$ cat config.mk
export PLATFORM = sky130hd
export DESIGN_NAME = unsigned_to_ascii_any_base
export DESIGN_NICKNAME = d
export VERILOG_FILES = /design/src/sv/uaa_pkg.sv /design/src/sv/uaa_ram.sv /design/src/sv/uaa_front.sv /design/src/sv/uaa_back.sv /design/src/sv/unsigned_to_ascii_any_base.sv
export SDC_FILE = /design/constraint.sdc
export NUM_CORES = 1
export LEC_CHECK = 0
export BUFFER_PORTS_ARGS = -buffer_cell sky130_fd_sc_hd__buf_2
export CAP_MARGIN = 10
export CORE_MARGIN = 2
export CORE_UTILIZATION = 35
export CTS_CLUSTER_SIZE = 28
export DETAILED_ROUTE_END_ITERATION = 10
export SYNTH_ARGS = -nofsm -noshare
export SYNTH_HDL_FRONTEND = slang
export SYNTH_SLANG_ARGS = --single-unit
$ cat constraint.sdc
create_clock -name clk -period 3.86 [get_ports clk]
set_clock_uncertainty 0.2 [all_clocks]
set_input_delay 0.386 -clock clk [delete_from_list [all_inputs] [get_ports clk]]
set_output_delay 0.386 -clock clk [all_outputs]
set_load 0.01 [all_outputs]
$ cat src/sv/uaa_pkg.sv
// ----------------------------------------------------------------------------
// uaa_pkg
// Shared types and constants for the unsigned to ASCII radix converter.
// ----------------------------------------------------------------------------
package uaa_pkg;

  localparam int VALUE_BITS = 32;               // bits of the value that are converted
  localparam int IN_W       = 32;               // width of the value port
  localparam int BASE_W     = 6;
  localparam int DIGIT_W    = 6;                // one remainder, 0..35
  localparam int CHAR_W     = 7;
  localparam int CNT_W      = $clog2(VALUE_BITS + 1);
  localparam int ADDR_W     = $clog2(VALUE_BITS);
  localparam int QDEPTH     = 2;
  localparam int QPTR_W     = $clog2(QDEPTH);
  localparam int QCNT_W     = $clog2(QDEPTH + 1);

  localparam logic [BASE_W-1:0]  MIN_BASE  = BASE_W'(2);
  localparam logic [BASE_W-1:0]  MAX_BASE  = BASE_W'(36);
  localparam logic [CHAR_W-1:0]  CHAR_ZERO = CHAR_W'(48);   // '0'
  localparam logic [CHAR_W-1:0]  CHAR_A_10 = CHAR_W'(87);   // 'a' - 10
  localparam logic [DIGIT_W-1:0] DEC_DIGITS = DIGIT_W'(10);

  typedef enum logic [1:0] {
    ST_IDLE,
    ST_DIV,
    ST_RD,
    ST_WR
  } st_t;

  typedef struct packed {
    logic [VALUE_BITS-1:0] value;
    logic [BASE_W-1:0]     base;
    logic                  bad;
  } job_t;

  function automatic logic [CHAR_W-1:0] ascii_of(input logic [DIGIT_W-1:0] d);
    logic [CHAR_W-1:0] dx;
    dx = CHAR_W'(d);
    if (d < DEC_DIGITS) return CHAR_ZERO + dx;
    else return CHAR_A_10 + dx;
  endfunction

endpackage

$ cat src/sv/uaa_ram.sv
// ----------------------------------------------------------------------------
// uaa_ram
// Generic single write port, single read port RAM with registered read.
// ----------------------------------------------------------------------------
module uaa_ram #(
  parameter int WIDTH = 8,
  parameter int DEPTH = 32
) (
  input  logic                     clk,
  input  logic                     we,
  input  logic [$clog2(DEPTH)-1:0] waddr,
  input  logic [WIDTH-1:0]         wdata,
  input  logic [$clog2(DEPTH)-1:0] raddr,
  output logic [WIDTH-1:0]         rdata
);

  logic [WIDTH-1:0] mem [DEPTH];

  always_ff @(posedge clk) begin
    if (we) begin
      mem[waddr] <= wdata;
    end
    rdata <= mem[raddr];
  end

endmodule

$ cat src/sv/uaa_front.sv
// ----------------------------------------------------------------------------
// uaa_front
// Input side: takes beats, flags bad bases, and holds them in a short queue.
// ----------------------------------------------------------------------------
module uaa_front (
  input  logic                        clk,
  input  logic                        rst,
  input  logic                        push,
  output logic                        full,
  input  logic [uaa_pkg::IN_W-1:0]    value,
  input  logic [uaa_pkg::BASE_W-1:0]  base,
  output uaa_pkg::job_t               job,
  output logic                        job_valid,
  input  logic                        job_pop
);

  import uaa_pkg::*;

  job_t              entries [QDEPTH];
  logic [QPTR_W-1:0] wr_ptr, wr_ptr_next;
  logic [QPTR_W-1:0] rd_ptr, rd_ptr_next;
  logic [QCNT_W-1:0] count, count_next;
  logic              accept;
  job_t              new_job;

  assign full      = (count == QCNT_W'(QDEPTH));
  assign accept    = push && !full;
  assign job_valid = (count != '0);
  assign job       = entries[rd_ptr];

  always_comb begin
    new_job.value = VALUE_BITS'(value);
    new_job.base  = base;
    new_job.bad   = (base < MIN_BASE) || (base > MAX_BASE);
  end

  always_comb begin
    wr_ptr_next = wr_ptr;
    rd_ptr_next = rd_ptr;
    count_next  = count;
    if (accept) begin
      wr_ptr_next = (wr_ptr == QPTR_W'(QDEPTH - 1)) ? '0 : wr_ptr + 1'b1;
    end
    if (job_pop) begin
      rd_ptr_next = (rd_ptr == QPTR_W'(QDEPTH - 1)) ? '0 : rd_ptr + 1'b1;
    end
    if (accept && !job_pop) begin
      count_next = count + 1'b1;
    end else if (!accept && job_pop) begin
      count_next = count - 1'b1;
    end
  end

  always_ff @(posedge clk) begin
    if (rst) begin
      wr_ptr <= '0;
      rd_ptr <= '0;
      count  <= '0;
    end else begin
      wr_ptr <= wr_ptr_next;
      rd_ptr <= rd_ptr_next;
      count  <= count_next;
    end
  end

  always_ff @(posedge clk) begin
    if (accept) begin
      entries[wr_ptr] <= new_job;
    end
  end

  a_count_range: assert property (@(posedge clk) disable iff (rst)
    count <= QCNT_W'(QDEPTH))
    else $error("queue count past depth");

  a_push_fills: assert property (@(posedge clk) disable iff (rst)
    accept |=> job_valid)
    else $error("accepted beat not visible to back end");

  a_no_pop_empty: assert property (@(posedge clk) disable iff (rst)
    job_pop |-> job_valid)
    else $error("pop from empty queue");

endmodule

$ cat src/sv/uaa_back.sv
// ----------------------------------------------------------------------------
// uaa_back
// Conversion engine: bit-serial divide per digit, digit RAM, and MSB-first
// readout into a single output register.
// ----------------------------------------------------------------------------
module uaa_back (
  input  logic                        clk,
  input  logic                        rst,
  input  uaa_pkg::job_t               job,
  input  logic                        job_valid,
  output logic                        job_pop,
  output logic                        empty,
  input  logic                        pop,
  output logic [uaa_pkg::CHAR_W-1:0]  digit_char,
  output logic                        last,
  output logic                        bad_base
);

  import uaa_pkg::*;

  localparam logic [ADDR_W-1:0] BIT_LAST = ADDR_W'(VALUE_BITS - 1);

  st_t                   state, state_next;
  logic [VALUE_BITS-1:0] quo, quo_next;
  logic [DIGIT_W-1:0]    rem, rem_next;
  logic [ADDR_W-1:0]     bitcnt, bitcnt_next;
  logic [CNT_W-1:0]      ndig, ndig_next;
  logic [ADDR_W-1:0]     idx, idx_next;
  logic [BASE_W-1:0]     base_r, base_next;
  logic                  out_valid, out_valid_next;
  logic [CHAR_W-1:0]     char_next;
  logic                  last_next, bad_next;

  logic                  out_free;
  logic [DIGIT_W:0]      rem_sh, rem_sub;
  logic                  ge;
  logic [DIGIT_W-1:0]    rem_n;
  logic [VALUE_BITS-1:0] quo_shift;
  logic                  ram_we;
  logic [DIGIT_W-1:0]    rdata;

  assign empty    = !out_valid;
  assign out_free = !out_valid || pop;

  // one restoring-divide step per cycle, quotient bits shift in at the bottom
  assign rem_sh    = {rem, quo[VALUE_BITS-1]};
  assign rem_sub   = rem_sh - (DIGIT_W + 1)'(base_r);
  assign ge        = (rem_sh >= (DIGIT_W + 1)'(base_r));
  assign rem_n     = ge ? rem_sub[DIGIT_W-1:0] : rem_sh[DIGIT_W-1:0];
  assign quo_shift = {quo[VALUE_BITS-2:0], ge};

  uaa_ram #(
    .WIDTH (DIGIT_W),
    .DEPTH (VALUE_BITS)
  ) u_digits (
    .clk   (clk),
    .we    (ram_we),
    .waddr (ndig[ADDR_W-1:0]),
    .wdata (rem_n),
    .raddr (idx),
    .rdata (rdata)
  );

  always_comb begin
    state_next     = state;
    quo_next       = quo;
    rem_next       = rem;
    bitcnt_next    = bitcnt;
    ndig_next      = ndig;
    idx_next       = idx;
    base_next      = base_r;
    job_pop        = 1'b0;
    ram_we         = 1'b0;
    out_valid_next = out_valid && !pop;
    char_next      = digit_char;
    last_next      = last;
    bad_next       = bad_base;
    case (state)
      ST_IDLE: begin
        if (job_valid) begin
          if (job.bad) begin
            if (out_free) begin
              job_pop        = 1'b1;
              out_valid_next = 1'b1;
              char_next      = '0;
              last_next      = 1'b1;
              bad_next       = 1'b1;
            end
          end else begin
            job_pop     = 1'b1;
            quo_next    = job.value;
            rem_next    = '0;
            bitcnt_next = BIT_LAST;
            ndig_next   = '0;
            base_next   = job.base;
            state_next  = ST_DIV;
          end
        end
      end
      ST_DIV: begin
        quo_next    = quo_shift;
        rem_next    = rem_n;
        bitcnt_next = bitcnt - 1'b1;
        if (bitcnt == '0) begin
          // digit done: store remainder, then continue on the quotient or start readout
          ram_we    = 1'b1;
          ndig_next = ndig + 1'b1;
          if (quo_shift == '0) begin
            idx_next   = ndig[ADDR_W-1:0];
            state_next = ST_RD;
          end else begin
            rem_next    = '0;
            bitcnt_next = BIT_LAST;
          end
        end
      end
      ST_RD: begin
        state_next = ST_WR;
      end
      ST_WR: begin
        if (out_free) begin
          out_valid_next = 1'b1;
          char_next      = ascii_of(rdata);
          last_next      = (idx == '0);
          bad_next       = 1'b0;
          if (idx == '0) begin
            state_next = ST_IDLE;
          end else begin
            idx_next   = idx - 1'b1;
            state_next = ST_RD;
          end
        end
      end
      default: begin
        state_next = ST_IDLE;
      end
    endcase
  end

  always_ff @(posedge clk) begin
    if (rst) begin
      state     <= ST_IDLE;
      out_valid <= 1'b0;
      ndig      <= '0;
    end else begin
      state     <= state_next;
      out_valid <= out_valid_next;
      ndig      <= ndig_next;
    end
  end

  always_ff @(posedge clk) begin
    quo        <= quo_next;
    rem        <= rem_next;
    bitcnt     <= bitcnt_next;
    idx        <= idx_next;
    base_r     <= base_next;
    digit_char <= char_next;
    last       <= last_next;
    bad_base   <= bad_next;
  end

  a_ndig_range: assert property (@(posedge clk) disable iff (rst)
    ndig <= CNT_W'(VALUE_BITS))
    else $error("digit count past value width");

  a_bad_shape: assert property (@(posedge clk) disable iff (rst)
    (out_valid && bad_base) |-> (last && digit_char == '0))
    else $error("bad-base beat malformed");

  a_div_base: assert property (@(posedge clk) disable iff (rst)
    (state == ST_DIV) |-> (base_r >= MIN_BASE && base_r <= MAX_BASE))
    else $error("divide running on invalid base");

  a_rem_below_base: assert property (@(posedge clk) disable iff (rst)
    (state == ST_DIV) |-> (BASE_W'(rem) < base_r))
    else $error("partial remainder not below base");

endmodule

$ cat src/sv/unsigned_to_ascii_any_base.sv
// Timing: a bad base shows its single beat once the engine is idle and the
// output register is free; a valid conversion of D digits runs bit-serial
// division per digit after a start state, then reads each digit beat through
// the ST_RD and ST_WR states while pop keeps up.
// Flow: one conversion at a time in the divider; the queue takes beats meanwhile.
// Reset: rst (sync, active high) clears queue and engine control; the digit
// RAM is not cleared and needs no clearing pass.
// ----------------------------------------------------------------------------
// unsigned_to_ascii_any_base
// Converts an unsigned value to lower-case ASCII digits in base 2 to 36,
// most significant digit first.
// ----------------------------------------------------------------------------
module unsigned_to_ascii_any_base (
  input  logic                        clk,
  input  logic                        rst,
  input  logic                        push,
  output logic                        full,
  input  logic [uaa_pkg::IN_W-1:0]    value,
  input  logic [uaa_pkg::BASE_W-1:0]  base,
  output logic                        empty,
  input  logic                        pop,
  output logic [uaa_pkg::CHAR_W-1:0]  digit_char,
  output logic                        last,
  output logic                        bad_base
);

  import uaa_pkg::*;

  job_t job;
  logic job_valid;
  logic job_pop;

  uaa_front u_front (
    .clk       (clk),
    .rst       (rst),
    .push      (push),
    .full      (full),
    .value     (value),
    .base      (base),
    .job       (job),
    .job_valid (job_valid),
    .job_pop   (job_pop)
  );

  uaa_back u_back (
    .clk        (clk),
    .rst        (rst),
    .job        (job),
    .job_valid  (job_valid),
    .job_pop    (job_pop),
    .empty      (empty),
    .pop        (pop),
    .digit_char (digit_char),
    .last       (last),
    .bad_base   (bad_base)
  );

endmodule

==> flow_summary.yaml, run 1 <==
clocking:
  numCtsBuffers: 36
  tritoncts: "done"
  path_clk_slew_ns: 0.06
  cts_max_level: 2
  cts.repair.resized: 0
  numClockSinks: 352
  post-cts-setup-buffers: 0
  cts-root-buf: "clkbuf_16"
  cts_buffer_depth: 3
  cts-hold-fix-buffers: 39
  insertion_delay_ns: 0.53
placed_design:
  place.port_buffers: 52
  gp_congestion: 0.728
  place_area_um2: 15200
  hpwl_um: 17600
floorplan:
  die_w_um: 206
  initial_core_util: 0.357
  dieArea_um2: 42400
  fp.coreArea_um2: 40000
  fp.dieH_um: 206
  pin_count: 53
  row_count: 73
yosys:
  avgSynthCellArea_um2: 17.2
  synth_area_um2: 14300
  synth_nets: 895
  ys_seq_area_frac: 0.727
  ys_warn_count: 0
  yosysUniqueCellTypes: 53
  async_reset_ff_frac: 0
  synth-main-ff-cell: "edfxtp_1"
  synth_edf_count: 333
  syn_inst: 831
  ys_seq_elements: 352
sta:
  fmax_mhz: 304
  layout_min_cycle_time_ns: 3.29
  hold_viol: 0
  fin_crit_sh: 0.853
  slew_viol_final: 0
  setup_viol: 0
  fin_tns_setup_ns: 0
  worst_pin_slew_ns: 0.995
  slew_headroom: 0.323
  rsz0062_at_grt: "false"
drt:
  drtAntennaViolNets: 0
  drt_iter0_markers: 419
  drt-wirelength-per-cell_um: 19.2
  drc_errors: 0
  route.vias.total: 7367
  viasPerCell: 4.94
  routed_wl_um: 28600
  first_pass_iters: 5
cells_and_area:
  layout-drive-gt1-share: 0.217
  syn_to_final_growth_pct: 17.1
  nets: 1004
  design_area_um2: 16700
setup_path:
  cp_max_fo: 18
  cp.arrival_ns: 3.44
  reg2reg_depth: 7
  worstSetupEndpointType: "flip-flop"
  cp.required_ns: 4.01
  startpoint_type: "flip-flop"
  worstSetupPathType: "flip-flop to flip-flop"
global_route:
  grt_first_pass_wirelength_um: 44000
  grt_pass1_vias: 7587
  grt-ovfl-total: 0
  grt_max_degree: 74
  track_usage: 0.138
  antenna_found_initial: 0
worst_hold_path:
  whs_path_depth: 4
  min_path_type: "input port to flip-flop"
power_and_ir_drop:
  ir_drop_mv: 0.417
  p_leak_uw: 0.00546
  pwr_density_cell_nw_per_um2: 755
run:
  drv_cap: 0
outcome:
  outcome: "complete, no violations"
Yosys cell counts, drive strengths merged (9+ instances only):
cell type / count / area (µm²)
a21oi: 23 / 115
clkbuf: 21 / 78.8
mux2i: 32 / 320
dfxtp: 19 / 380
inv: 27 / 101
o21ai: 44 / 246
nand2: 65 / 244
mux2: 10 / 113
xnor2: 10 / 87.6
buf: 15 / 77.6
ha: 21 / 263
edfxtp: 333 / 10000
mux4: 60 / 1350
nor2: 67 / 259
nand2b: 9 / 56.3
cell families (layout without fill, tap and decap cells):
logic type / count (synthesis) / after routing / share of synthesized area
adder cells (fa/ha/maj): 22 / 22 / 0.0198
AO/OA/AOI/OAI: 88 / 88 / 0.0390
AND/OR/NAND/NOR: 186 / 186 / 0.0600
XOR/XNOR: 18 / 18 / 0.0110
multiplexers: 102 / 102 / 0.125
buffers and inverters: 63 / 197 / 0.0181
flip-flops: 352 / 352 / 0.727
other: 0 / 1 / 0
cell usage in the layout, fill, tap and decap left out, types with 27 or more instances in the layout:
cell type,count
o21ai_0,40
inv_1,27
mux2i_1,31
dlygate4sd3_1,39
nor2_1,65
edfxtp_1,333
mux4_2,60
buf_2,52
clkbuf_16,37
nand2_1,65
worst max-delay path: stages (launching register included):
cell,delay (ns)
edfxtp_1,0.40
ha_1,0.37
a21oi_1,0.18
o21ai_2,0.09
a2111oi_4,0.42
buf_4,0.25
mux2i_2,0.84
buf_4,0.36
cell type report:
cell class	instances	area, µm²
fill	3583	23300
sequential	352	10400
multi-input combinational	416	3670
clock buffer	43	948
timing repair buffer	107	783
tap	525	657
clock inverter	20	165
inverter	27	101
antenna	1	2.50
per-stage QoR:
stage | worst slack, ns | hold slack (ns) | total power [µW] | instances | utilization
after floorplan | 0.186 | 0.272 | 8140 | 831 | -
final | 0.566 | 0.0534 | 12600 | 1491 | 0.418
after detailed placement | 0.632 | 0.297 | 9400 | 1388 | 0.380
after global placement | 0.712 | 0.296 | 9340 | 1388 | 0.380
after global routing | 0.398 | 0.0907 | 13300 | 1490 | 0.418
after CTS | 0.609 | 0.0509 | 12800 | 1490 | 0.418
state kept, by name, indices dropped and copies added, names as in the netlist, 2 cells and up, named ones only:
name / cells
u_back.u_digits.mem: 192
u_front.entries: 78
u_back.quo: 32
u_back.digit_char: 7
u_back.base_r: 6
u_back.rem: 6
u_back.u_digits.rdata: 6
u_back.bitcnt: 5
u_back.idx: 5
u_back.ndig: 5
u_back.state: 2
u_front.count: 2
report_power, final:
| part | internal (µW) | leakage [µW] | total, µW | switching, µW |
|---|---|---|---|---|
| combinational | 1130 | 0.00174 | 3350 | 2220 |
| clock | 1900 | 0.000539 | 3330 | 1430 |
| sequential | 5680 | 0.00318 | 5940 | 254 |
| total | 8710 | 0.00546 | 12600 | 3900 |
worst paths after layout:
path / slack [ns] / end / start
setup / recovery: 0.57 / u_back.u_digits.mem[16][0] / u_back.rem[1]
hold / removal: 0.05 / u_back.out_valid / pop
setup reg to reg: 0.57 / u_back.u_digits.mem[16][0] / u_back.rem[1]
hold reg to reg: 0.31 / u_front.rd_ptr / u_front.rd_ptr
per-layer routing:
metal | share of wire | vias up | global-route usage
li1 | - | 3432 | -
met1 | 0.45 | 3738 | 0.188
met2 | 0.48 | 157 | 0.226
met3 | 0.042 | 40 | 0.0244
met4 | 0.020 | 0 | 0.0406
met5 | 0 | - | 0
Power figures use the tool's default switching activity.
==> run 2, diff against run 1 <==
--- a/config.mk
+++ b/config.mk
@@ -7,6 +7,7 @@
 export LEC_CHECK = 0
 export BUFFER_PORTS_ARGS = -buffer_cell sky130_fd_sc_hd__buf_2
 export CAP_MARGIN = 10
+export CORE_ASPECT_RATIO = 0.5
 export CORE_MARGIN = 2
 export CORE_UTILIZATION = 35
 export CTS_CLUSTER_SIZE = 28
==> flow_summary.yaml, run 2 (synthesis results as in run 1) <==
clocking:
  insertion_delay_ns: 0.52
  path_clk_slew_ns: 0.06
  post-cts-setup-buffers: 0
  cts_max_level: 2
  numCtsBuffers: 34
  cts_buffer_depth: 3
  numClockSinks: 352
  cts-root-buf: "clkbuf_16"
  tritoncts: "done"
power_and_ir_drop:
  p_total_uw: 12200
  p_comb_frac: 0.273
  swShare: 0.307
  ir_drop_mv: 0.433
  clockPowerShare: 0.245
  p_leak_uw: 0.00538
  p_int_uw: 8480
  power_frac_seq: 0.483
  switching_power_uw: 3760
  pwr_density_cell_nw_per_um2: 739
global_route:
  track_usage: 0.132
  grt-ovfl-total: 0
  antenna_found_initial: 0
  grt_max_degree: 74
  grt_first_pass_wirelength_um: 43000
  grt_pass1_vias: 7587
setup_path:
  cp_max_fo: 33
  reg2reg_depth: 6
  worstSetupPathType: "flip-flop to flip-flop"
  cp.required_ns: 3.93
  path_cells: "ha_1 -> a21oi_1 -> o21ai_2 -> a2111oi_4 -> mux2_2 -> nor2b_1"
  worstSetupEndpointType: "flip-flop"
  cpPeakStageDelay_ns: 0.70
  crit_family: "compound AO/OA/AOI/OAI gates"
  cp_slowest_cell: "a2111oi_4"
  cp.depth: 6
  startpoint_type: "flip-flop"
  cp.buffers_inverters: 0
  r2r_slack_ns: 0.72
  cp.arrival_ns: 3.21
sta:
  slew_viol_final: 0
  slew_headroom: 0.221
  worst_slack_ns: 0.715
  layout_min_cycle_time_ns: 3.14
  rsz0062_at_grt: "false"
  fmax_mhz: 318
  fin_tns_setup_ns: 0
  worst_pin_slew_ns: 1.17
  fin_crit_sh: 0.815
  setup_viol: 0
  hold_viol: 0
placed_design:
  gp_congestion: 0.746
  place.port_buffers: 52
  post-place-ws_ns: 0.733
  hpwl_um: 17400
drt:
  routed_wl_um: 27200
  first_pass_iters: 5
  drtAntennaViolNets: 0
  drc_errors: 0
  viasPerCell: 4.84
  drt-wirelength-per-cell_um: 18.1
  route.vias.total: 7250
  drt_iter0_markers: 500
cells_and_area:
  syn_to_final_growth_pct: 16.0
  layout-drive-gt1-share: 0.206
  largest_register_ffs: 192
  mostFrequentLayoutCell: "edfxtp_1"
  nets: 999
  final_cell_mix: "333 x edfxtp_1, 65 x nand2_1, 65 x nor2_1"
  top_register: "u_back.u_digits.mem"
  largest_registers: "u_back.u_digits.mem (192), u_front.entries (78), u_back.quo (32)"
worst_hold_path:
  whs_path_depth: 4
  min_path_type: "input port to flip-flop"
floorplan:
  dieArea_um2: 42500
  pin_count: 53
  die_w_um: 290
  initial_core_util: 0.354
  fp.dieH_um: 147
  fp.coreArea_um2: 40300
  row_count: 52
run:
  drv_cap: 0
outcome:
  outcome: "complete, no violations"
run 2: per-layer routing:
layer	up-vias	track usage	wire, µm
li1	3415	-	-
met1	3673	0.179	12400
met2	127	0.215	13200
met3	35	0.0278	1080
met4	0	0.0364	518
met5	-	0	0
run 2: worst paths after layout:
check,start,end
worst min-delay path,pop,u_back.out_valid
worst max-delay path,u_back.rem[1],u_back.rem[1]
worst max register to register,u_back.rem[1],u_back.rem[1]
worst min register to register,u_front.rd_ptr,u_front.rd_ptr
run 2: layout make-up:
class | count | area [µm²]
inverters | 27 | 101
well taps | 540 | 676
fillers | 3612 | 23800
clock inverters | 10 | 53.8
diodes | 1 | 2.50
multi-input cells | 416 | 3670
repair buffers | 104 | 748
clock buffers | 48 | 925
flip-flops and latches | 352 | 10400
run 2: worst register-to-register path: cells and delay by family, from the launching register on:
| family | cells | cell delay [ns] |
|---|---|---|
| AOI/OAI and AO/OA | 3 | 1.01 |
| muxes | 1 | 0.66 |
| DFF | 1 | 0.41 |
| adders and majority gates | 1 | 0.37 |
| and+or+nand+nor | 1 | 0.24 |
run 2: repair_timing:
item	CTS	global route
gates resized for setup	0	0
endpoints found under the setup margin	0	0
hold buffers	39	0
hold endpoints to repair	80	0
run 2: power groups by stage:
| stage | sequential, µW | combinational, µW | clock, µW |
|---|---|---|---|
| after global routing | 5960 | 3680 | 3250 |
| after global placement | 5960 | 3240 | 0 |
| after floorplan | 5950 | 2190 | 0 |
| after CTS | 5910 | 3400 | 3080 |
| final | 5910 | 3340 | 3000 |
| after detailed placement | 5990 | 3350 | 0 |
run 2: per-stage QoR:
step	util	std cells	cell area (µm²)	hold slack (ns)
after floorplan	-	831	14300	0.272
after detailed placement	0.377	1400	15200	0.288
after CTS	0.410	1497	16600	0.0388
after global routing	0.410	1497	16600	0.0642
final	0.411	1498	16600	0.0681
after global placement	0.377	1400	15200	0.288
==> run 3, diff against run 2 <==
==> constraint.sdc (replaced) <==
create_clock -name clk -period 2.53 [get_ports clk]
set_clock_uncertainty 0.2 [all_clocks]
set_input_delay 0.253 -clock clk [delete_from_list [all_inputs] [get_ports clk]]
set_output_delay 0.253 -clock clk [all_outputs]
set_load 0.01 [all_outputs]
==> flow_summary.yaml, run 3 (synthesis results as in run 1) <==
cells_and_area:
  fillers: 3521
  antenna_cells: 0
  layout-drive-gt1-share: 0.292
  instances_no_fill: 1585
  largest_registers: "u_back.u_digits.mem (192), u_front.entries (78), u_back.quo (32)"
  top_register: "u_back.u_digits.mem"
  mostFrequentLayoutCell: "edfxtp_1"
  syn_to_final_growth_pct: 24.7
  final_cell_mix: "333 x edfxtp_1, 69 x buf_4, 64 x nand2_1, 64 x nor2_1, 60 x mux4_2"
  nets: 1083
  largest_register_ffs: 192
floorplan:
  die_w_um: 290
  dieArea_um2: 42500
  row_count: 52
  fp.coreArea_um2: 40300
  fp.dieH_um: 147
  pin_count: 53
  initial_core_util: 0.354
clocking:
  numClockSinks: 352
  path_clk_slew_ns: 0.06
  insertion_delay_ns: 0.53
  cts_buffer_depth: 3
  cts_max_level: 2
  numCtsBuffers: 35
  tritoncts: "done"
  cts-root-buf: "clkbuf_16"
sta:
  hold_viol: 0
  setup_viol: 18
  rsz0062_at_grt: "true"
  slew_headroom: 0.542
  fin_crit_sh: 1.02
  fmax_mhz: 388
  worst_slack_ns: -0.0469
  worst_pin_slew_ns: 0.680
  layout_min_cycle_time_ns: 2.58
  slew_viol_final: 0
drt:
  first_pass_iters: 5
  drt_iter0_markers: 564
  drt-wirelength-per-cell_um: 17.3
  route.vias.total: 7552
  routed_wl_um: 27400
  viasPerCell: 4.76
  drc_errors: 0
  drtAntennaViolNets: 0
power_and_ir_drop:
  p_comb_frac: 0.334
  p_int_uw: 14900
  swShare: 0.299
  switching_power_uw: 6380
  clockPowerShare: 0.244
  p_leak_uw: 0.00601
  pwr_density_cell_nw_per_um2: 1200
  ir_drop_mv: 0.890
  power_frac_seq: 0.422
global_route:
  grt_pass1_vias: 7741
  grt_first_pass_wirelength_um: 42500
  track_usage: 0.129
  grt_max_degree: 50
  grt-ovfl-total: 0
  antenna_found_initial: 0
outcome:
  outcome: "complete, but fails checks"
  violations: "setup timing"
run:
  drv_cap: 0
setup_path:
  cp-endpoint: "u_back.rem[0]"
  cp.required_ns: 2.70
  crit_start: "u_back.base_r[0]"
  r2r-start: "u_back.base_r[0]"
  worstSetupEndpointType: "flip-flop"
  cp.arrival_ns: 2.74
  worstSetupPathType: "flip-flop to flip-flop"
  r2r-end: "u_back.rem[0]"
  r2r_slack_ns: -0.05
  cp_max_fo: 6
  reg2reg_depth: 9
  startpoint_type: "flip-flop"
placed_design:
  hpwl_um: 17100
  post-place-ws_ns: -0.294
  place_inst: 1460
  gp_congestion: 0.780
  place.port_buffers: 52
worst_hold_path:
  min_path_type: "input port to flip-flop"
## run 3: cell count changes in the layout (fill, tap and decap cells not counted), sizes merged, moves of 2 or more
| cell | change |
|---|---|
| clkinv | +2 |
| dlygate4sd3 | +2 |
| bufinv | +3 |
| clkinvlp | +5 |
| buf | +78 |
| clkbuf | -2 |
## run 3: cell type report
type	count	area, µm²	share of cell area
clock buffer	44	982	0.0552
timing repair buffer	186	1610	0.0906
inverter	27	109	0.00612
multi-input combinational	417	3850	0.216
tap	540	676	0.0380
sequential	352	10400	0.583
clock inverter	19	190	0.0107
## run 3: critical path, cell delays in order, from the launching register on
cell and delay, ns:
edfxtp_1 0.41, ha_4 0.25, and2b_1 0.20, o21ai_2 0.07, a2111oi_4 0.41, buf_6 0.19, buf_6 0.12, mux2i_4 0.24
buf_12 0.16, o211a_1 0.17
## run 3: worst min-delay path by stage
stage | start | endpoint | cells past startpoint
floorplan | value[3] | u_front.entries[0][10] | 0
global route | value[5] | u_front.entries[1][12] | 2
global placement | value[6] | u_front.entries[1][13] | 1
detailed placement | value[6] | u_front.entries[1][13] | 1
CTS | value[16] | u_front.entries[0][23] | 2
finish | value[21] | u_front.entries[0][28] | 2
## run 3: what timing repair did
action / CTS / global route
endpoints found under the setup margin: 138 / 382
buffers inserted: 5 / 15
hold buffers: 41 / 0
hold endpoints to repair: 87 / 0
gates resized for setup: 7 / 30
cloned: 1 / 5
pin swaps: 3 / 10
## run 3: per-layer routing
metal	vias up	track usage	share of wire
li1	3589	-	-
met1	3784	0.173	0.45
met2	136	0.215	0.50
met3	43	0.0256	0.040
met4	0	0.0313	0.018
met5	-	0	0
## run 3: power by group through the flow
stage	sequential (µW)	combinational, µW	clock (µW)
global route	9080	7740	5580
floorplan	9040	3510	0
global placement	9080	5630	0
CTS	9000	6340	5320
finish	9000	7130	5200
detailed placement	9120	5840	0
## run 3: metrics by stage
step	power [µW]	TNS [ns]	hold WS, ns	util	instance area (µm²)
floorplan	12500	-22.92	0.152	-	14400
global placement	14700	-12.30	0.241	0.393	15800
detailed placement	15000	-18.49	0.244	0.393	15800
CTS	20700	0	0.225	0.435	17500
global route	22400	-24.35	0.233	0.441	17800
finish	21300	-0.379	0.250	0.441	17800
